[src/hdl/lagged_fibonacci_range_rng_macros.svh]
// Assertion helpers for the RTL, used by lfrr_back.
`ifndef LAGGED_FIBONACCI_RANGE_RNG_MACROS_SVH
`define LAGGED_FIBONACCI_RANGE_RNG_MACROS_SVH

// Same-cycle implication, checked outside reset.
`define LFRR_ASSERT_IMP(label, ante, cons, msg) \
  label: assert property (@(posedge clk) disable iff (rst) (ante) |-> (cons)) \
    else $error(msg);

// Next-cycle implication, checked outside reset.
`define LFRR_ASSERT_NXT(label, ante, cons, msg) \
  label: assert property (@(posedge clk) disable iff (rst) (ante) |=> (cons)) \
    else $error(msg);

`endif

[src/hdl/lfrr_pkg.sv]
`timescale 1ns / 1ps
package lfrr_pkg;

  localparam int WORD_W    = 30;
  localparam int LAG_DEPTH = 55;
  localparam int SHORT_LAG = 24;
  localparam int TAP_START = LAG_DEPTH - SHORT_LAG;
  localparam int IDX_W     = $clog2(LAG_DEPTH);
  localparam int OUT_SHIFT = 6;
  localparam int MAX_TRIES = 4096;
  localparam int TRY_W     = $clog2(MAX_TRIES);
  localparam int QDEPTH    = 2;
  localparam int QPTR_W    = $clog2(QDEPTH);

  localparam logic OP_RESEED = 1'b0;
  localparam logic OP_DRAW   = 1'b1;

  typedef struct packed {
    logic valid;
    logic draw;
    logic multi;
  } cmd_ctl_t;

endpackage

[src/hdl/lfrr_ram.sv]
`timescale 1ns / 1ps
module lfrr_ram #(
  parameter int WIDTH = 30,
  parameter int DEPTH = 55,
  localparam int AW = $clog2(DEPTH)
) (
  input  logic             clk,
  input  logic             we,
  input  logic [AW-1:0]    waddr,
  input  logic [WIDTH-1:0] wdata,
  input  logic [AW-1:0]    raddr_a,
  output logic [WIDTH-1:0] rdata_a,
  input  logic [AW-1:0]    raddr_b,
  output logic [WIDTH-1:0] rdata_b
);

  logic [WIDTH-1:0] mem [DEPTH];

  always_ff @(posedge clk) begin
    if (we) begin
      mem[waddr] <= wdata;
    end
    rdata_a <= mem[raddr_a];
    rdata_b <= mem[raddr_b];
  end

endmodule

[src/hdl/lfrr_front.sv]
`timescale 1ns / 1ps
module lfrr_front #(
  parameter int DRAW_WIDTH = 16
) (
  input  logic                      clk,
  input  logic                      rst,
  input  logic                      in_valid,
  output logic                      in_ready,
  input  logic                      in_op,
  input  logic [lfrr_pkg::WORD_W-1:0] in_seed,
  input  logic [DRAW_WIDTH-1:0]     in_lo,
  input  logic [DRAW_WIDTH-1:0]     in_hi,
  output lfrr_pkg::cmd_ctl_t        cmd,
  input  logic                      cmd_ready,
  output logic [lfrr_pkg::WORD_W-1:0] cmd_seed,
  output logic [DRAW_WIDTH-1:0]     cmd_lo,
  output logic [DRAW_WIDTH-1:0]     cmd_diff,
  output logic [DRAW_WIDTH-1:0]     cmd_mask
);
  import lfrr_pkg::*;

  function automatic logic [DRAW_WIDTH-1:0] cover_mask(input logic [DRAW_WIDTH-1:0] d);
    logic [DRAW_WIDTH-1:0] m;
    m = d;
    for (int s = 1; s < DRAW_WIDTH; s = s * 2) begin
      m = m | (m >> s);
    end
    return m | DRAW_WIDTH'(1);
  endfunction

  logic                  q_draw  [QDEPTH];
  logic                  q_multi [QDEPTH];
  logic [WORD_W-1:0]     q_seed  [QDEPTH];
  logic [DRAW_WIDTH-1:0] q_lo    [QDEPTH];
  logic [DRAW_WIDTH-1:0] q_diff  [QDEPTH];
  logic [DRAW_WIDTH-1:0] q_mask  [QDEPTH];

  logic [QPTR_W-1:0] wr_ptr;
  logic [QPTR_W-1:0] rd_ptr;
  logic [QPTR_W:0]   count;
  logic              push;
  logic              pop;
  logic [DRAW_WIDTH-1:0] diff;

  assign in_ready = (count != (QPTR_W+1)'(QDEPTH));
  assign push     = in_valid && in_ready;
  assign pop      = cmd.valid && cmd_ready;
  assign diff     = in_hi - in_lo;

  always_ff @(posedge clk) begin
    if (push) begin
      q_draw[wr_ptr]  <= (in_op == OP_DRAW);
      q_multi[wr_ptr] <= (in_hi > in_lo);
      q_seed[wr_ptr]  <= in_seed;
      q_lo[wr_ptr]    <= in_lo;
      q_diff[wr_ptr]  <= diff;
      q_mask[wr_ptr]  <= cover_mask(diff);
    end
  end

  always_ff @(posedge clk) begin
    if (rst) begin
      wr_ptr <= '0;
      rd_ptr <= '0;
      count  <= '0;
    end else begin
      if (push) begin
        wr_ptr <= wr_ptr + QPTR_W'(1);
      end
      if (pop) begin
        rd_ptr <= rd_ptr + QPTR_W'(1);
      end
      case ({push, pop})
        2'b10:   count <= count + (QPTR_W+1)'(1);
        2'b01:   count <= count - (QPTR_W+1)'(1);
        default: count <= count;
      endcase
    end
  end

  assign cmd.valid = (count != '0);
  assign cmd.draw  = q_draw[rd_ptr];
  assign cmd.multi = q_multi[rd_ptr];
  assign cmd_seed  = q_seed[rd_ptr];
  assign cmd_lo    = q_lo[rd_ptr];
  assign cmd_diff  = q_diff[rd_ptr];
  assign cmd_mask  = q_mask[rd_ptr];

endmodule

[src/hdl/lfrr_back.sv]
`timescale 1ns / 1ps
`include "lagged_fibonacci_range_rng_macros.svh"
module lfrr_back #(
  parameter int DRAW_WIDTH = 16
) (
  input  logic                        clk,
  input  logic                        rst,
  input  lfrr_pkg::cmd_ctl_t          cmd,
  output logic                        cmd_ready,
  input  logic [lfrr_pkg::WORD_W-1:0] cmd_seed,
  input  logic [DRAW_WIDTH-1:0]       cmd_lo,
  input  logic [DRAW_WIDTH-1:0]       cmd_diff,
  input  logic [DRAW_WIDTH-1:0]       cmd_mask,
  output logic                        out_valid,
  input  logic                        out_ready,
  output logic [DRAW_WIDTH-1:0]       out_value
);
  import lfrr_pkg::*;

  localparam logic [2:0] ST_IDLE = 3'd0;
  localparam logic [2:0] ST_SEED = 3'd1;
  localparam logic [2:0] ST_READ = 3'd2;
  localparam logic [2:0] ST_STEP = 3'd3;
  localparam logic [2:0] ST_OUT  = 3'd4;

  function automatic logic [IDX_W-1:0] idx_inc(input logic [IDX_W-1:0] x);
    return (x == IDX_W'(LAG_DEPTH - 1)) ? '0 : x + IDX_W'(1);
  endfunction

  logic [2:0]            state;
  logic [IDX_W-1:0]      cnt;
  logic [IDX_W-1:0]      w;
  logic [IDX_W-1:0]      t;
  logic [TRY_W-1:0]      tries;
  logic                  seeded;
  logic [WORD_W-1:0]     prev_a;
  logic [WORD_W-1:0]     prev_b;
  logic [WORD_W-1:0]     seed_q;
  logic [DRAW_WIDTH-1:0] lo_q;
  logic [DRAW_WIDTH-1:0] diff_q;
  logic [DRAW_WIDTH-1:0] mask_q;
  logic                  multi_q;
  logic [DRAW_WIDTH-1:0] res;

  logic [IDX_W-1:0]      rd_addr_a;
  logic [IDX_W-1:0]      rd_addr_b;
  logic [WORD_W-1:0]     rd_a;
  logic [WORD_W-1:0]     rd_b;
  logic [WORD_W-1:0]     tab_a;
  logic [WORD_W-1:0]     tab_b;
  logic [WORD_W-1:0]     step_sum;
  logic [DRAW_WIDTH-1:0] step_v;
  logic                  hit;
  logic [WORD_W-1:0]     seed_word;
  logic                  we;
  logic [IDX_W-1:0]      waddr;
  logic [WORD_W-1:0]     wdata;

  assign cmd_ready = (state == ST_IDLE);
  assign rd_addr_a = (state == ST_STEP) ? idx_inc(w) : w;
  assign rd_addr_b = (state == ST_STEP) ? idx_inc(t) : t;
  assign tab_a     = seeded ? rd_a : '0;
  assign tab_b     = seeded ? rd_b : '0;
  assign step_sum  = tab_a + tab_b;
  assign step_v    = step_sum[OUT_SHIFT +: DRAW_WIDTH] & mask_q;
  assign hit       = (step_v <= diff_q);

  always_comb begin
    if (cnt == '0) begin
      seed_word = seed_q;
    end else if (cnt == IDX_W'(1)) begin
      seed_word = WORD_W'(1);
    end else begin
      seed_word = prev_a + prev_b;
    end
  end

  assign we    = (state == ST_SEED) || (state == ST_STEP);
  assign waddr = (state == ST_SEED) ? cnt : w;
  assign wdata = (state == ST_SEED) ? seed_word : step_sum;

  lfrr_ram #(
    .WIDTH (WORD_W),
    .DEPTH (LAG_DEPTH)
  ) u_table (
    .clk     (clk),
    .we      (we),
    .waddr   (waddr),
    .wdata   (wdata),
    .raddr_a (rd_addr_a),
    .rdata_a (rd_a),
    .raddr_b (rd_addr_b),
    .rdata_b (rd_b)
  );

  always_ff @(posedge clk) begin
    if (state == ST_IDLE && cmd.valid) begin
      seed_q  <= cmd_seed;
      lo_q    <= cmd_lo;
      diff_q  <= cmd_diff;
      mask_q  <= cmd_mask;
      multi_q <= cmd.multi;
      res     <= cmd_lo;
    end else if (state == ST_STEP && hit) begin
      res <= lo_q + step_v;
    end
    if (state == ST_SEED) begin
      prev_a <= prev_b;
      prev_b <= seed_word;
    end
    if (state == ST_OUT && (!out_valid || out_ready)) begin
      out_value <= res;
    end
  end

  always_ff @(posedge clk) begin
    if (rst) begin
      state     <= ST_IDLE;
      cnt       <= '0;
      w         <= '0;
      t         <= IDX_W'(TAP_START);
      tries     <= '0;
      seeded    <= 1'b0;
      out_valid <= 1'b0;
    end else begin
      if (state == ST_OUT && (!out_valid || out_ready)) begin
        out_valid <= 1'b1;
      end else if (out_ready) begin
        out_valid <= 1'b0;
      end
      case (state)
        ST_IDLE: begin
          if (cmd.valid) begin
            cnt   <= '0;
            tries <= '0;
            if (!cmd.draw) begin
              state <= ST_SEED;
            end else if (cmd.multi) begin
              state <= ST_READ;
            end else begin
              state <= ST_OUT;
            end
          end
        end
        ST_SEED: begin
          cnt <= cnt + IDX_W'(1);
          if (cnt == IDX_W'(LAG_DEPTH - 1)) begin
            seeded <= 1'b1;
            w      <= '0;
            t      <= IDX_W'(TAP_START);
            state  <= ST_IDLE;
          end
        end
        ST_READ: begin
          state <= ST_STEP;
        end
        ST_STEP: begin
          w <= idx_inc(w);
          t <= idx_inc(t);
          if (hit || tries == {TRY_W{1'b1}}) begin
            state <= ST_OUT;
          end else begin
            tries <= tries + TRY_W'(1);
          end
        end
        ST_OUT: begin
          if (!out_valid || out_ready) begin
            state <= ST_IDLE;
          end
        end
        default: begin
          state <= ST_IDLE;
        end
      endcase
    end
  end

  logic [IDX_W:0] w_ext;
  logic [IDX_W:0] t_ext;
  logic [DRAW_WIDTH-1:0] res_off;
  logic lag_ok;
  logic draw_out;
  logic seed_last;
  logic seed_clean;

  assign w_ext      = (IDX_W+1)'(w);
  assign t_ext      = (IDX_W+1)'(t);
  assign res_off    = res - lo_q;
  assign lag_ok     = (t_ext == w_ext + (IDX_W+1)'(TAP_START)) ||
                      (t_ext + (IDX_W+1)'(SHORT_LAG) == w_ext);
  assign draw_out   = (state == ST_OUT) && multi_q;
  assign seed_last  = (state == ST_SEED) && (cnt == IDX_W'(LAG_DEPTH - 1));
  assign seed_clean = seeded && (w == '0) && (state == ST_IDLE);

  `LFRR_ASSERT_IMP(a_lag_gap, 1'b1, lag_ok, "tap and write index lost their lag")
  `LFRR_ASSERT_IMP(a_res_range, draw_out, (res_off <= diff_q), "draw result out of range")
  `LFRR_ASSERT_NXT(a_seed_done, seed_last, seed_clean, "reseed sweep did not finish cleanly")

endmodule

[src/hdl/lagged_fibonacci_range_rng.sv]
`timescale 1ns / 1ps
// Additive lagged Fibonacci range generator (lags 55 and 24, 30-bit words).
// Input stream s_*: s_tuser selects reseed (0) or draw (1); s_tdata carries
// the seed and the requested range. Output stream m_*: one item per draw,
// none per reseed, in input order.
// A small command queue sits between the input side and the generator
// engine, so the input keeps accepting up to two items while the engine
// works or the output is stalled.
// Draw: the engine pops the command, reads the table and takes one
// generator step after another until a value falls in range, then loads
// the result into the output register; a range of a single value skips
// the read and the steps. The engine finishes one command before the next.
// Reseed: the engine sweeps the 55-word table one word per cycle and then
// returns to idle.
// Reset clears the queue, the output valid flag and the indices; until the
// first reseed the table reads as all zero.
// When m_tready is low the result holds in the output register, the engine
// waits, and the queue fills before s_tready drops.
module lagged_fibonacci_range_rng #(
  parameter int DRAW_WIDTH = 16,
  localparam int InW  = ((lfrr_pkg::WORD_W + 2 * DRAW_WIDTH + 7) / 8) * 8,
  localparam int OutW = ((DRAW_WIDTH + 7) / 8) * 8
) (
  input  logic            clk,
  input  logic            rst,
  input  logic            s_tvalid,
  output logic            s_tready,
  input  logic [InW-1:0]  s_tdata,   // seed, range_low, range_high
  input  logic            s_tuser,   // op
  output logic            m_tvalid,
  input  logic            m_tready,
  output logic [OutW-1:0] m_tdata    // value
);
  import lfrr_pkg::*;

  cmd_ctl_t              cmd;
  logic                  cmd_ready;
  logic [WORD_W-1:0]     cmd_seed;
  logic [DRAW_WIDTH-1:0] cmd_lo;
  logic [DRAW_WIDTH-1:0] cmd_diff;
  logic [DRAW_WIDTH-1:0] cmd_mask;
  logic [DRAW_WIDTH-1:0] value;

  lfrr_front #(
    .DRAW_WIDTH (DRAW_WIDTH)
  ) u_front (
    .clk       (clk),
    .rst       (rst),
    .in_valid  (s_tvalid),
    .in_ready  (s_tready),
    .in_op     (s_tuser),
    .in_seed   (s_tdata[WORD_W-1:0]),
    .in_lo     (s_tdata[WORD_W +: DRAW_WIDTH]),
    .in_hi     (s_tdata[WORD_W + DRAW_WIDTH +: DRAW_WIDTH]),
    .cmd       (cmd),
    .cmd_ready (cmd_ready),
    .cmd_seed  (cmd_seed),
    .cmd_lo    (cmd_lo),
    .cmd_diff  (cmd_diff),
    .cmd_mask  (cmd_mask)
  );

  lfrr_back #(
    .DRAW_WIDTH (DRAW_WIDTH)
  ) u_back (
    .clk       (clk),
    .rst       (rst),
    .cmd       (cmd),
    .cmd_ready (cmd_ready),
    .cmd_seed  (cmd_seed),
    .cmd_lo    (cmd_lo),
    .cmd_diff  (cmd_diff),
    .cmd_mask  (cmd_mask),
    .out_valid (m_tvalid),
    .out_ready (m_tready),
    .out_value (value)
  );

  assign m_tdata = OutW'(value);

endmodule
[config.mk]
export PLATFORM = sky130hd
export DESIGN_NAME = lagged_fibonacci_range_rng
export DESIGN_NICKNAME = d
export VERILOG_FILES = /design/src/hdl/lfrr_pkg.sv /design/src/hdl/lfrr_ram.sv /design/src/hdl/lfrr_front.sv /design/src/hdl/lfrr_back.sv /design/src/hdl/lagged_fibonacci_range_rng.sv
export VERILOG_INCLUDE_DIRS = /design/src /design/src/hdl
export SDC_FILE = /design/constraint.sdc
export NUM_CORES = 2
export LEC_CHECK = 0
export BUFFER_PORTS_ARGS = -buffer_cell sky130_fd_sc_hd__buf_2
export CORE_AREA = 2 2 384 386
export CTS_BUF_LIST = sky130_fd_sc_hd__clkbuf_8
export DETAILED_ROUTE_END_ITERATION = 12
export DIE_AREA = 0 0 386 388
export PLACE_DENSITY = 0.68
export REMOVE_ABC_BUFFERS = 1
export SYNTH_ARGS = -nofsm -noshare
export SYNTH_HDL_FRONTEND = slang
export SYNTH_SLANG_ARGS = --single-unit
[constraint.sdc]
create_clock -name clk -period 10.9 [get_ports clk]
set_input_delay 0.545 -clock clk [delete_from_list [all_inputs] [get_ports clk]]
set_output_delay 0.545 -clock clk [all_outputs]
set_load 0.01 [all_outputs]
==> impl_metrics.csv <==
group,metric,value,unit
run_status,status,"finished, final reports clean",
critical_path,worst-setup-path-type,"flop to flop",
logic_synthesis,netlist_area,76650,um2
logic_synthesis,yosysMostFrequentCell,"nand2_1",
sta,slew_violations,0,
route,highest_layer,"met5",
clock_tree,cts_tree,"yes",
sta,hold_ws,107.4,ps
floorplanning,core,145200,um2
power_and_ir_drop,irDropWorstVdd,0.0001172,V
floorplanning,dieArea,149800,um2
final_layout,layout-drive-gt1-share,9.644,%
logic_synthesis,synthAdderAreaFrac,1.699,%
global_routing,antenna_found_initial,11,
power_and_ir_drop,p_leak,30.96,nW
clock_tree,max-clock-path-buffers,4,
logic_synthesis,yosysUniqueCellTypes,73,
clock_tree,cts-resized-gates,0,
power_and_ir_drop,comb_power_share,18.6,%
route,wl_met3,32.30,mm
logic_synthesis,netlist_instances,7575,
logic_synthesis,syn_area_per_cell,10.12,um2
route,drt_iter0_drc,9314,
floorplanning,initial_utilization,52.78,%
critical_path,critPathRequiredTime,11670,ps
logic_synthesis,synth.area.mux_share,1.170,%
floorplanning,fp-row-count,140,
global_routing,grt_overflow,0,
route,wl,250.2,mm
critical_path,cp_max_fo,170,
logic_synthesis,synth_edf_count,1494,
clock_tree,cts_root_buf,"clkbuf_8",
logic_synthesis,synth_top_area_share,58.53,%
logic_synthesis,async_reset_ff_share,0,%
logic_synthesis,post_synth_main_area_contributors,"edfxtp_1, nand2_1, nand3_1, a311oi_1, dfxtp_1",
floorplanning,die_h,388,um
route,wl_met1,91.24,mm
clock_tree,cts_made_buffers,284,
logic_synthesis,synth_top_family_by_area,"simple AND/OR/NAND/NOR gates",
sta,hold_violations,0,
clock_tree,clk_latency,1020,ps
clock_tree,clkSinkCount,1578,
power_and_ir_drop,internal_power,10.87,mW
route,drt_pre_antenna_iters,8,
critical_path,end_kind,"flop",
sta,fin_setup_tns,0,ps
logic_synthesis,synth_top_flop_cell,"edfxtp_1",
logic_synthesis,synthTopCellsByCount,"nand2_1, edfxtp_1, nand3_1, a311oi_1, clkbuf_1",
logic_synthesis,ys_warn_count,0,
route,drc,0,
sta,post-route-min-period,6688,ps
route,via_per_inst,6.462,
global_routing,grt_pass1_wl,365.1,mm
global_routing,grt_max_degree,171,
power_and_ir_drop,p_sw_share,30.08,%
critical_path,crit_arrival,7460,ps
power_and_ir_drop,switchingPower,4.675,mW
power_and_ir_drop,p_seq_share,49.2,%
final_layout,nets,7737,
logic_synthesis,synth_compound_area_share,8.400,%
sta,max_freq,149.5,MHz
final_layout,utilization,58.12,%
power_and_ir_drop,clock_power_share,32.2,%
logic_synthesis,ys_ff_latch,1578,
sta,finalCritPeriodShare,61.36,%
floorplanning,io_pins,87,
critical_path,cp-start-kind,"flop",
place,place_congestion,0.8730,
clock_tree,path_clk_slew,60,ps
sta,timing.slew.headroom,11.69,%
route,wl_met2,111.2,mm
final_layout,area_growth,10.11,%
sta,rsz0062_at_grt,"false",
sta,finalClockSkew,91.00,ps
logic_synthesis,synthXorXnorAreaFrac,0.7770,%
sta,setup_viol,0,
sta,worst_pin_slew,1320,ps
min_path,min_path_type,"input port to flop",
run,max-cap-violations,0,
place,port_buffers,76,
route,ant_nets,0,
route,wl_per_cell,25.85,um
global_routing,grt_pass1_vias,60142,
logic_synthesis,yosysTopAreaCell,"edfxtp_1",
floorplanning,die_w,386,um
logic_synthesis,ys_seq_area_share,60.72,%
power_and_ir_drop,powerDensity,184.1,nW/um2
logic_synthesis,synth-simple-area-share,23.83,%
place,dp_hpwl,132.4,mm
global_routing,grt.total_usage,32.68,%
route,via_count,62550,
clock_tree,htreeDepth,5,
-- per-stage QoR --
step	cells	total power [mW]	setup slack [ps]	instance area, um2
floorplan	7015	9.958	-21760	74300
global placement	9155	10.49	4575	79030
detailed placement	9155	10.55	4543	79030
CTS	9673	15.51	4502	84390
global route	9676	16.08	4133	84390
finish	9679	15.54	4212	84400
-- layer usage --
layer | GRT usage, % | up-vias
met2 | 49.46 | 4317
met4 | 19.90 | 6
met5 | 0 | -
met3 | 8.366 | 900
met1 | 42.17 | 29962
li1 | - | 27365
-- cells by family after synthesis --
kind of cell | count (synthesis)
flip-flops | 1578
AND/OR/NAND/NOR | 4231
adder cells (fa/ha/maj) | 102
XOR/XNOR | 68
AO/OA/AOI/OAI | 888
buffers and inverters | 628
multiplexers | 80
-- cell type report --
class / count / area [um2]
Multi-Input combinational cell: 5369 / 28070
Sequential cell: 1578 / 46550
Inverter: 68 / 257.7
Fill cell: 11900 / 60810
Tap cell: 1917 / 2399
Clock buffer: 294 / 4046
Antenna cell: 6 / 15.01
Clock inverter: 180 / 864.6
Timing Repair Buffer: 267 / 2200
-- registers in the layout (all words and copies together), names as in the netlist, 12 cells and up, named ones only --
| name | flops |
|---|---|
| u_back.u_table.mem | 1210 |
| u_back.u_table.rdata_a | 22 |
| u_back.diff_q | 15 |
| u_back.prev_b | 22 |
| u_front.q_seed | 44 |
| u_back.prev_a | 22 |
| u_back.res | 16 |
| u_front.q_lo | 32 |
| u_back.lo_q | 16 |
| u_back.seed_q | 22 |
| u_front.q_diff | 31 |
| u_back.u_table.rdata_b | 22 |
| u_back.mask_q | 15 |
| u_back.out_value | 16 |
| u_back.tries | 12 |
| u_front.q_mask | 29 |
-- power groups by stage --
stage / Clock (mW) / Combinational (mW) / Sequential, mW
floorplan: 0 / 2.19 / 7.77
global placement: 0 / 2.73 / 7.75
detailed placement: 0 / 2.79 / 7.76
CTS: 5.06 / 2.81 / 7.64
global route: 5.30 / 3.10 / 7.67
finish: 5.00 / 2.89 / 7.64
-- placed cells by master (no fill, tap or decap), types with 45 or more instances in the layout --
master,n
nor2_1,135
o21ai_0,137
buf_4,125
clkinv_1,55
and3_1,191
nand2_1,2494
edfxtp_1,1494
dfxtp_1,83
clkbuf_8,294
ha_1,96
a21oi_1,96
mux2_2,73
inv_1,152
a311oi_1,355
nor2_2,45
and2_1,55
nand3_1,1176
a31oi_1,74
buf_2,76
-- final timing paths --
path | start | end | slack [ps] | depth (start not counted)
setup reg to reg | u_back.state[1] | u_back.u_table.rdata_a[1] | 4210 | 13
setup / recovery | u_back.state[1] | u_back.u_table.rdata_a[1] | 4210 | 13
hold reg to reg | u_back.res[11] | u_back.out_value[11] | 410 | 0
hold / removal | s_tdata[58] | u_front.q_diff[1][12] | 110 | 3
-- worst max-delay path, stage by stage, from the launching register on --
cell,delay [ps]
dfxtp_1,560
and3b_1,670
o21ai_1,260
buf_4,260
o21ai_4,200
buf_12,630
buf_4,740
nand2_1,120
and3_1,200
a311oi_1,260
a311oi_1,100
o21ai_1,530
o21ai_0,550
a2111oi_1,1260
-- repair_timing --
action / CTS / global route
hold buffers: 44 / 0
hold endpoints to repair: 102 / 0
buffers inserted: 0 / 0
No activity file was read; power rests on OpenSTA's default activity.
